**src/rtl/hsvrt_pkg.sv**
```systemverilog
`timescale 1ns / 1ps

package hsvrt_pkg;

   // one input pixel
   typedef struct packed {
      logic [7:0] blue;
      logic [7:0] green;
      logic [7:0] red;
      logic       frame_end;
   } req_type;

   // one threshold result
   typedef struct packed {
      logic [7:0] mask;
      logic       frame_end_out;
   } rsp_type;

   // configuration register map
   localparam int NUM_CSR     = 6;
   localparam int CSR_INDEX_W = 3;

   typedef enum logic [CSR_INDEX_W-1:0] {
      REG_HUE_LOW  = 3'd0,
      REG_HUE_HIGH = 3'd1,
      REG_SAT_LOW  = 3'd2,
      REG_SAT_HIGH = 3'd3,
      REG_VAL_LOW  = 3'd4,
      REG_VAL_HIGH = 3'd5
   } csr_index_type;

   localparam logic [7:0] CSR_RESET [NUM_CSR] = '{8'd0, 8'd60, 8'd80, 8'd255, 8'd70, 8'd255};

   // hue sector offsets in half-degrees
   localparam logic [6:0] HUE_OFS_RED   = 7'd0;
   localparam logic [6:0] HUE_OFS_GREEN = 7'd60;
   localparam logic [6:0] HUE_OFS_BLUE  = 7'd120;
   localparam logic [8:0] HUE_WRAP      = 9'd180;

   // largest hue quotient round(30*delta/range)
   localparam logic [4:0] HUE_Q_MAX = 5'd30;

   localparam logic [7:0] MASK_ON  = 8'hFF;
   localparam logic [7:0] MASK_OFF = 8'h00;

   // divider layout: two quotient bits per stage
   localparam int DIV_STAGES = 4;
   localparam int SAT_Q_W    = 8;
   localparam int HUE_Q_W    = 5;

   // front stage: max, min, range and sector
   typedef struct packed {
      logic       frame_end;
      logic [7:0] v;
      logic [7:0] d;
      logic [7:0] mag;
      logic       neg;
      logic [6:0] offset;
   } front_type;

   // divider stage payload
   typedef struct packed {
      logic         frame_end;
      logic [7:0]   v;
      logic         gray;
      logic         black;
      logic         neg;
      logic [6:0]   offset;
      logic [16:0]  rem_s;
      logic [8:0]   div_s;
      logic [SAT_Q_W-1:0] q_s;
      logic [13:0]  rem_h;
      logic [8:0]   div_h;
      logic [HUE_Q_W-1:0] q_h;
   } stage_type;

endpackage

```
**src/rtl/hsv_range_threshold.sv**
```systemverilog
`timescale 1ns / 1ps

// Color threshold on one BGR pixel per clock. Each pixel is converted to 8-bit
// HSV (hue in half-degrees 0..179, saturation and value 0..255, divisions rounded
// half away from zero) and the result mask is 255 when all three lie inside the
// inclusive bounds held in the six configuration registers, else 0. busy never
// rises: a pixel can be started in every cycle. Its result is shown on rsp_*
// with rsp_valid for one cycle, after passing one sorting stage, one
// numerator stage, four divider stages of two quotient bits each and one
// compare stage. The receiver must take every result in the cycle it is shown;
// there is no back-pressure. Configuration writes are always taken and should
// be made while no pixel is in flight.
module hsv_range_threshold (
   input  logic                                clock,
   input  logic                                reset,
   input  logic                                start,
   output logic                                busy,
   input  hsvrt_pkg::req_type                  req_data,
   output logic                                rsp_valid,
   output hsvrt_pkg::rsp_type                  rsp_data,
   input  logic                                csr_valid,
   output logic                                csr_ready,
   input  logic [hsvrt_pkg::CSR_INDEX_W-1:0]   csr_index,
   input  logic [7:0]                          csr_data
);

   logic [7:0] cfg_ff [hsvrt_pkg::NUM_CSR];

   logic                  front_valid_ff;
   hsvrt_pkg::front_type  front_ff, front_in;

   logic                  valid_ff [0:hsvrt_pkg::DIV_STAGES];
   hsvrt_pkg::stage_type  pipe_ff  [0:hsvrt_pkg::DIV_STAGES];
   hsvrt_pkg::stage_type  num_in;
   hsvrt_pkg::stage_type  pipe_in  [1:hsvrt_pkg::DIV_STAGES];

   logic                  rsp_valid_ff;
   hsvrt_pkg::rsp_type    rsp_data_ff, rsp_data_in;

   assign busy      = 1'b0;
   assign csr_ready = 1'b1;
   assign rsp_valid = rsp_valid_ff;
   assign rsp_data  = rsp_data_ff;

   // write configuration registers, ignore indexes past the map
   always_ff @(posedge clock) begin
      if (reset) begin
         for (int i = 0; i < hsvrt_pkg::NUM_CSR; i++) begin
            cfg_ff[i] <= hsvrt_pkg::CSR_RESET[i];
         end
      end else if (csr_valid && (32'(csr_index) < hsvrt_pkg::NUM_CSR)) begin
         cfg_ff[csr_index] <= csr_data;
      end
   end

   // sort channels: max, min, range and signed hue delta
   always_comb begin
      logic [7:0] b, g, r, mx, mn;
      logic [8:0] diff;
      b = req_data.blue;
      g = req_data.green;
      r = req_data.red;
      mx = r;
      if (g > mx) mx = g;
      if (b > mx) mx = b;
      mn = r;
      if (g < mn) mn = g;
      if (b < mn) mn = b;
      if (mx == r) begin
         diff            = {1'b0, g} - {1'b0, b};
         front_in.offset = hsvrt_pkg::HUE_OFS_RED;
      end else if (mx == g) begin
         diff            = {1'b0, b} - {1'b0, r};
         front_in.offset = hsvrt_pkg::HUE_OFS_GREEN;
      end else begin
         diff            = {1'b0, r} - {1'b0, g};
         front_in.offset = hsvrt_pkg::HUE_OFS_BLUE;
      end
      front_in.frame_end = req_data.frame_end;
      front_in.v         = mx;
      front_in.d         = mx - mn;
      front_in.neg       = diff[8];
      front_in.mag       = diff[8] ? 8'(-diff) : diff[7:0];
   end

   // form rounded numerators and doubled divisors
   always_comb begin
      num_in.frame_end = front_ff.frame_end;
      num_in.v         = front_ff.v;
      num_in.gray      = (front_ff.d == 8'd0);
      num_in.black     = (front_ff.v == 8'd0);
      num_in.neg       = front_ff.neg;
      num_in.offset    = front_ff.offset;
      // 510*d + v
      num_in.rem_s     = {front_ff.d, 9'd0} - {8'd0, front_ff.d, 1'b0}
                         + {9'd0, front_ff.v};
      num_in.div_s     = {front_ff.v, 1'b0};
      num_in.q_s       = '0;
      // 60*mag + d
      num_in.rem_h     = {front_ff.mag, 6'd0} - {4'd0, front_ff.mag, 2'd0}
                         + {6'd0, front_ff.d};
      num_in.div_h     = {front_ff.d, 1'b0};
      num_in.q_h       = '0;
   end

   // restoring division, two quotient bits per stage for each divider
   always_comb begin
      logic [16:0] sub_s;
      logic [13:0] sub_h;
      int          bs;
      int          bh;
      sub_s = '0;
      sub_h = '0;
      bs    = 0;
      bh    = 0;
      for (int k = 0; k < hsvrt_pkg::DIV_STAGES; k++) begin
         pipe_in[k+1] = pipe_ff[k];
         for (int j = 0; j < 2; j++) begin
            bs    = hsvrt_pkg::SAT_Q_W - 1 - 2 * k - j;
            sub_s = {8'd0, pipe_in[k+1].div_s} << bs;
            if (pipe_in[k+1].rem_s >= sub_s) begin
               pipe_in[k+1].rem_s   = pipe_in[k+1].rem_s - sub_s;
               pipe_in[k+1].q_s[bs] = 1'b1;
            end
            bh = hsvrt_pkg::HUE_Q_W - 1 - 2 * k - j;
            if (bh >= 0) begin
               sub_h = {5'd0, pipe_in[k+1].div_h} << bh;
               if (pipe_in[k+1].rem_h >= sub_h) begin
                  pipe_in[k+1].rem_h   = pipe_in[k+1].rem_h - sub_h;
                  pipe_in[k+1].q_h[bh] = 1'b1;
               end
            end
         end
      end
   end

   // assemble hue, drop gray and black cases, compare against bounds
   always_comb begin
      hsvrt_pkg::stage_type st;
      logic [8:0]  hs;
      logic [7:0]  hue, sat, val;
      logic        in_bounds;
      st  = pipe_ff[hsvrt_pkg::DIV_STAGES];
      hs  = st.neg ? ({2'd0, st.offset} - {4'd0, st.q_h})
                   : ({2'd0, st.offset} + {4'd0, st.q_h});
      if (hs[8]) hs = hs + hsvrt_pkg::HUE_WRAP;
      hue = st.gray  ? 8'd0 : hs[7:0];
      sat = st.black ? 8'd0 : st.q_s;
      val = st.v;
      in_bounds = (hue >= cfg_ff[hsvrt_pkg::REG_HUE_LOW])
               && (hue <= cfg_ff[hsvrt_pkg::REG_HUE_HIGH])
               && (sat >= cfg_ff[hsvrt_pkg::REG_SAT_LOW])
               && (sat <= cfg_ff[hsvrt_pkg::REG_SAT_HIGH])
               && (val >= cfg_ff[hsvrt_pkg::REG_VAL_LOW])
               && (val <= cfg_ff[hsvrt_pkg::REG_VAL_HIGH]);
      rsp_data_in.mask          = in_bounds ? hsvrt_pkg::MASK_ON : hsvrt_pkg::MASK_OFF;
      rsp_data_in.frame_end_out = st.frame_end;
   end

   // advance valid bits
   always_ff @(posedge clock) begin
      if (reset) begin
         front_valid_ff <= 1'b0;
         for (int k = 0; k <= hsvrt_pkg::DIV_STAGES; k++) begin
            valid_ff[k] <= 1'b0;
         end
         rsp_valid_ff <= 1'b0;
      end else begin
         front_valid_ff <= start && !busy;
         valid_ff[0]    <= front_valid_ff;
         for (int k = 1; k <= hsvrt_pkg::DIV_STAGES; k++) begin
            valid_ff[k] <= valid_ff[k-1];
         end
         rsp_valid_ff <= valid_ff[hsvrt_pkg::DIV_STAGES];
      end
   end

   // advance payload
   always_ff @(posedge clock) begin
      front_ff   <= front_in;
      pipe_ff[0] <= num_in;
      for (int k = 1; k <= hsvrt_pkg::DIV_STAGES; k++) begin
         pipe_ff[k] <= pipe_in[k];
      end
      rsp_data_ff <= rsp_data_in;
   end

`ifndef SYNTH
   a_latency : assert property (@(posedge clock) disable iff (reset)
      (start && !busy) |-> ##7 rsp_valid)
      else $error("started item did not come out after seven edges");

   a_frame_end : assert property (@(posedge clock) disable iff (reset)
      (start && !busy && req_data.frame_end) |-> ##7 rsp_data.frame_end_out)
      else $error("frame end marker lost in the pipeline");

   a_hue_quot : assert property (@(posedge clock) disable iff (reset)
      (valid_ff[hsvrt_pkg::DIV_STAGES] && !pipe_ff[hsvrt_pkg::DIV_STAGES].gray)
      |-> (pipe_ff[hsvrt_pkg::DIV_STAGES].q_h <= hsvrt_pkg::HUE_Q_MAX))
      else $error("hue quotient out of range");

   a_black_gray : assert property (@(posedge clock) disable iff (reset)
      (valid_ff[hsvrt_pkg::DIV_STAGES] && pipe_ff[hsvrt_pkg::DIV_STAGES].black)
      |-> pipe_ff[hsvrt_pkg::DIV_STAGES].gray)
      else $error("black pixel not flagged gray");

   a_mask_code : assert property (@(posedge clock) disable iff (reset)
      rsp_valid |-> (rsp_data.mask == hsvrt_pkg::MASK_ON
                     || rsp_data.mask == hsvrt_pkg::MASK_OFF))
      else $error("mask holds a value other than on or off");
`endif

endmodule

```
**config.mk**
```make
export PLATFORM = sky130hd
export DESIGN_NAME = hsv_range_threshold
export DESIGN_NICKNAME = d
export VERILOG_FILES = /design/src/rtl/hsvrt_pkg.sv /design/src/rtl/hsv_range_threshold.sv
export SDC_FILE = /design/constraint.sdc
export NUM_CORES = 1
export LEC_CHECK = 0
export ABC_AREA = 1
export BUFFER_PORTS_ARGS = -buffer_cell sky130_fd_sc_hd__buf_2
export CAP_MARGIN = 15
export CORE_ASPECT_RATIO = 2
export CORE_MARGIN = 2
export CORE_UTILIZATION = 50
export CTS_CLUSTER_SIZE = 28
export DETAILED_ROUTE_END_ITERATION = 8
export GPL_TIMING_DRIVEN = 0
export PLACE_DENSITY = 0.66
export SETUP_SLACK_MARGIN = 0.3
export SYNTH_ARGS = -nofsm -noshare
export SYNTH_HDL_FRONTEND = slang
export SYNTH_SLANG_ARGS = --single-unit
export TNS_END_PERCENT = 50
```
**constraint.sdc**
```tcl
create_clock -name clock -period 11.2 [get_ports clock]
set_clock_uncertainty 0.2 [all_clocks]
set_input_delay 0 -clock clock [delete_from_list [all_inputs] [get_ports clock]]
set_output_delay 0 -clock clock [all_outputs]
set_load 0.01 [all_outputs]
```
==> key figures, run 1 <==
Synthesis
  – Gate Count Post-Synth: 2272
  – Syn Area/Cell: 8.14 sq um
  – Post-synth EDFFs: 48
  – Synth unique cells: 56
  – Leading area contributor after synthesis: dfxtp_1
  – Share of the synthesized area in the top cell type: 29.5%
  – Largest cells by area after synthesis: dfxtp_1 (30%), ha_1 (16%), edfxtp_1 (7.8%), nand2_1 (7.6%), inv_1 (7.4%)
  – Mapped cell area: 18500 sq um
  – Ys Warns: 0
  – Post-synth top flop: dfxtp_1
  – Most frequent cell after synthesis: nand2_1
  – Top post-synthesis cells by count: nand2_1 (376), inv_1 (367), dfxtp_1 (273)
  – Post-Syn Nets: 2561
  – Yosys reg bits: 321
  – Post-synthesis sequential area ratio: 37.3%
  – Async SR Flop Fraction: 0%

Setup path
  – Arrival time worst endpoint: 7690 ps
  – CP Max Fanout: 10
  – Slowest cell on the critical path: dlygate4sd3_1
  – Critical path startpoint category: input pin
  – Reg2Reg Setup Slack: 5360 ps
  – Critical Path End Type: flop
  – Crit-path most repeated cell: nand2_1
  – Slowest cell delay on critical path: 640 ps
  – CP required: 11450 ps
  – CP Class: in -> reg

Floorplan
  – Die Y: 276 microns
  – Initial core utilization: 50.6%
  – Num rows: 99
  – # IOs: 52
  – Die width: 140 microns
  – Total Die Area: 38700 sq um
  – Core ar.: 36500 sq um

Finish
  – Final core occ: 56.7%
  – Nets: 2691
  – Synth-to-layout area growth: 12.0%
  – Layout cells sized above 1: 6.57%

STA
  – Rel. slew slack: 33.5%
  – Worst-margin pin slew: 989 ps
  – Period utilization: 66.4%
  – Final TNS setup: 0 ps
  – Fmax: 134 MHz
  – Fin crit period: 7440 ps
  – RSZ-0062 raised after global routing: false
  – Endpoints failing setup: 0
  – Hold Violations, Final: 0
  – Slew Viols, Final: 0

Route
  – Post-Route WL: 47900 microns
  – Remaining DRCs: 5
  – DR vias/cell: 5.30
  – Metal-1 WL: 13700 microns
  – Detail Route met3 WL: 1110 microns
  – DR iter-0 viols: 553
  – Highest routed layer: met4
  – WL/cell: 16.7 microns
  – Drt first pass iters: 7
  – Vias: 15239
  – Antenna Violating Nets Remaining: 0
  – Metal2 WL: 27900 microns

Clocking
  – H-tree depth: 1
  – Clk pin slew, worst setup/hold paths: 70 ps
  – CTS Buf Count: 26
  – TritonCTS Sinks: 321
  – TritonCTS clock tree: yes
  – Clock root cell: clkbuf_16
  – CTS max path bufs: 3
  – Setup Fix Bufs, Post-CTS: 0
  – Clock latency at the later pin of the worst-skew pair: 550 ps

Place
  – Routability cong.: 0.983
  – Post-DP HPWL: 39700 microns
  – Port Buffer Count: 48

Global routing
  – Antenna violations before repair: 1
  – First-pass GRT wire length: 74400 microns
  – GRT Util Overall: 24.4%
  – GRT overflow: 0
  – Vias in the first global route: 16019
  – Largest net degree at the start of global routing: 18

Worst hold path
  – HP Class: in -> reg

Run
  – Max_cap viols: 0

Status
  – Failing checks: DRC
  – Status: finished with violations
[repair_timing]
item                      CTS  global route
resized for setup           0             0
hold buffers               51             0
hold endpoints to repair   88             0
[final cells by class]
cell class / instances / area [sq um]
Inverter: 372 / 1400
Tap cell: 454 / 568
Fill cell: 3374 / 15800
Multi-Input combinational cell: 1546 / 10000
Clock inverter: 11 / 103
Antenna cell: 1 / 2.50
Timing Repair Buffer: 102 / 774
Clock buffer: 36 / 771
Sequential cell: 321 / 6910
Buffer: 33 / 198
[worst paths after layout]
kind	start	endpoint	cells past startpoint
min	req_data[6]	front_ff[21]	7
max reg2reg	pipe_ff[0][153]	pipe_ff[0][219]	23
min reg2reg	pipe_ff[0][278]	pipe_ff[0][359]	0
max	req_data[7]	front_ff[14]	35
[placed cells by master (no fill, tap or decap), types with 6 or more instances in the layout]
master,netlist,layout
nor3_1,25,25
nand2_2,15,15
dfxtp_1,273,273
a31oi_1,6,6
nor2_1,165,165
nand3_2,6,6
a211oi_1,9,9
o21bai_1,25,25
clkbuf_16,0,28
or2_2,10,10
buf_2,4,53
clkbuf_1,15,19
ha_1,231,231
a21oi_1,149,149
buf_4,10,10
nor4_1,19,19
edfxtp_1,48,48
fa_1,18,18
o211ai_1,6,6
xor2_1,90,90
nand3b_1,7,7
o21a_1,12,12
xnor2_1,49,49
o21ai_0,148,148
inv_1,367,367
dlygate4sd3_1,0,51
nand3_1,104,104
nand2_1,376,376
nand4_1,21,21
[flip-flops by register name, summed over array words and instances (netlist names)]
signal / flops
pipe_ff: 235
cfg_ff: 48
front_ff: 29
valid_ff: 5
rsp_data: 2
front_valid_ff: 1
rsp_valid: 1
[worst max-delay path, delay by kind of cell]
family | cells | cell delay, ps
compound gates | 3 | 990
fa+ha+maj | 3 | 900
buf+inv | 10 | 2900
simple gates | 19 | 2880
[logic make-up (layout without fill, tap and decap cells)]
kind of cell	after synthesis	after routing	synth area share, %
mux	3	3	0.176
flops	321	321	37.3
compound gates	389	389	11.8
simple gates	764	764	17.9
xor+xnor	139	139	6.58
fa+ha+maj	249	249	17.6
buf+inv	405	554	8.61
other cells	2	3	0.0406
[stage by stage]
stage          setup slack [ps]  instance area, sq um  std cells  hold WS, ps
6_report                   3760                 20700       2876         24.4
5_1_grt                    3370                 20700       2876         68.1
4_1_cts                    3970                 20700       2874        0.214
3_5_place_dp               4640                 19300       2776        -94.9
3_3_place_gp               4790                 19300       2774        -96.2
2_1_floorplan              6850                 18500       2272         -172
[routing by layer]
metal / GRT usage, % / vias up
met1: 17.0 / 7001
met3: 2.16 / 210
li1: - / 7697
met4: 22.6 / 0
met5: 0 / -
met2: 52.5 / 331
Power of run 1 is left out: the tool's default activity adds up to more than one toggle a clock period on the data nets, which glitch-free logic cannot reach.
==> run 2: changes to the inputs <==
==> constraint.sdc (replaced) <==
create_clock -name clock -period 7.3 [get_ports clock]
set_clock_uncertainty 0.2 [all_clocks]
set_input_delay 0 -clock clock [delete_from_list [all_inputs] [get_ports clock]]
set_output_delay 0 -clock clock [all_outputs]
set_load 0.01 [all_outputs]
==> key figures, run 2 (synthesized netlist as in run 1, its figures left out) <==
STA
  – Final TNS setup: 0 ps (unchanged)
  – Worst-margin pin slew: 991 ps (+1.84 ps)
  – RSZ-0062 raised after global routing: false
  – Fin crit period: 6520 ps
  – Hold_ws: 24.8 ps (+0.445 ps)
  – Hold Violations, Final: 0 (unchanged)
  – Rel. slew slack: 33.3% (-0.12 points)
  – Fmax: 153 MHz
  – Endpoints failing setup: 0 (unchanged)
  – Slew Viols, Final: 0 (unchanged)
  – Period utilization: 89.3%

Finish
  – Register area: 6910 sq um (unchanged)
  – Commonest non-fill, non-tap cells in the layout: nand2_1 (376), inv_1 (367), dfxtp_1 (273), ha_1 (231), nor2_1 (165)
  – Final Non-Filler Cells: 2877 (+0.035%)
  – Layout cells sized above 1: 6.65% (+0.080 points)
  – Most common cell after layout, fill and taps aside: nand2_1
  – Footprint of the multi-input gates: 10000 sq um (about the same)
  – FILL cells: 3371 (-0.089%)
  – Nets: 2692 (+0.037%)
  – Synth-to-layout area growth: 12.1% (about the same)
  – Largest regs: pipe_ff x235, cfg_ff x48, front_ff x29
  – Largest Register: pipe_ff
  – Largest register FFs: 235 (unchanged)

Floorplan
  – Die Y: 276 microns (unchanged)
  – # IOs: 52 (unchanged)
  – Total Die Area: 38700 sq um (unchanged)
  – Initial core utilization: 50.6% (unchanged)
  – Num rows: 99 (unchanged)
  – Core ar.: 36500 sq um (unchanged)
  – Die width: 140 microns (unchanged)

Setup path
  – Arrival time worst endpoint: 6770 ps (-920 ps)
  – Slowest cell on the critical path: dlygate4sd3_1
  – Critical Path End Type: flop
  – Crit-path most repeated cell: nand2_1
  – CP Class: in -> reg
  – Critical path startpoint category: input pin
  – CP Max Fanout: 10 (unchanged)
  – Slowest cell delay on critical path: 560 ps (-80 ps)
  – CP required: 7550 ps (-3900 ps)

Global routing
  – Antenna violations before repair: 1 (unchanged)
  – Largest net degree at the start of global routing: 18 (unchanged)
  – GRT overflow: 0 (unchanged)
  – Vias in the first global route: 16004 (-0.094%)
  – GRT Util Overall: 24.4% (-0.029 points)
  – First-pass GRT wire length: 74300 microns (-0.12%)

Route
  – Remaining DRCs: 5 (unchanged)
  – DR iter-0 viols: 584 (+5.6%)
  – Vias: 15279 (+0.26%)
  – WL/cell: 16.6 microns (-0.22%)
  – Drt first pass iters: 7 (unchanged)
  – Post-Route WL: 47800 microns (-0.18%)
  – Antenna Violating Nets Remaining: 0 (unchanged)
  – DR vias/cell: 5.31 (+0.23%)

Clocking
  – Clock latency at the later pin of the worst-skew pair: 550 ps (about the same)
  – H-tree depth: 1 (unchanged)
  – CTS max path bufs: 3 (unchanged)
  – CTS Buf Count: 26 (unchanged)
  – TritonCTS clock tree: yes
  – Clock root cell: clkbuf_16
  – Clk pin slew, worst setup/hold paths: 70 ps (about the same)
  – TritonCTS Sinks: 321 (unchanged)

Place
  – DP Cell Count: 2776 (unchanged)
  – Port Buffer Count: 48 (unchanged)
  – Post-DP HPWL: 39700 microns (unchanged)
  – Routability cong.: 0.983 (unchanged)

Run
  – Max_cap viols: 0 (unchanged)

Worst hold path
  – HP Class: in -> reg

Status
  – Status: finished with violations
  – Failing checks: DRC
run 2: critical path, delay by kind of cell:
kind,cells,cell delay [ps]
simple gates,19,2870
buf+inv,9,2190
fa+ha+maj,3,900
compound gates,3,800
run 2: layout make-up:
class	instances	share of cell area, %
buffer	33	0.959
multi-input combinational	1546	48.3
clock inverter	11	0.495
clock buffer	36	3.72
timing repair buffer	103	3.78
sequential	321	33.3
antenna	1	0.0121
inverter	372	6.73
tap	454	2.74
run 2: what timing repair did:
item / in CTS / in global routing
setup buffers: 0 / 0
resized for setup: 0 / 3
hold buffers: 52 / 0
hold endpoints to repair: 88 / 0
setup endpoints to repair: 0 / 5
run 2: routing by layer:
metal  GRT usage (%)  wire, microns  up-vias
met5               0              0        -
met4            22.6           5150        0
met3            2.16           1110      207
met2            52.4          27900      330
met1            17.0          13700     7034
li1                -              -     7708
run 2: final timing paths:
kind                            cells past startpoint              end            start  slack (ps)
worst max register to register                     23  pipe_ff[0][219]  pipe_ff[0][153]        1480
worst min register to register                      0  pipe_ff[0][229]  pipe_ff[0][148]         130
worst min-delay path                                7     front_ff[21]      req_data[6]          20
worst max-delay path                               34     front_ff[14]      req_data[7]         780
run 2: per-stage QoR:
stage	util [%]	setup WS (ps)	instance area [sq um]
floorplan	-	2950	18500
global route	56.8	419	20700
finish	56.8	784	20700
global placement	52.9	887	19300
CTS	56.7	685	20700
detailed placement	52.9	736	19300
Power of run 2 is left out for the same reason.
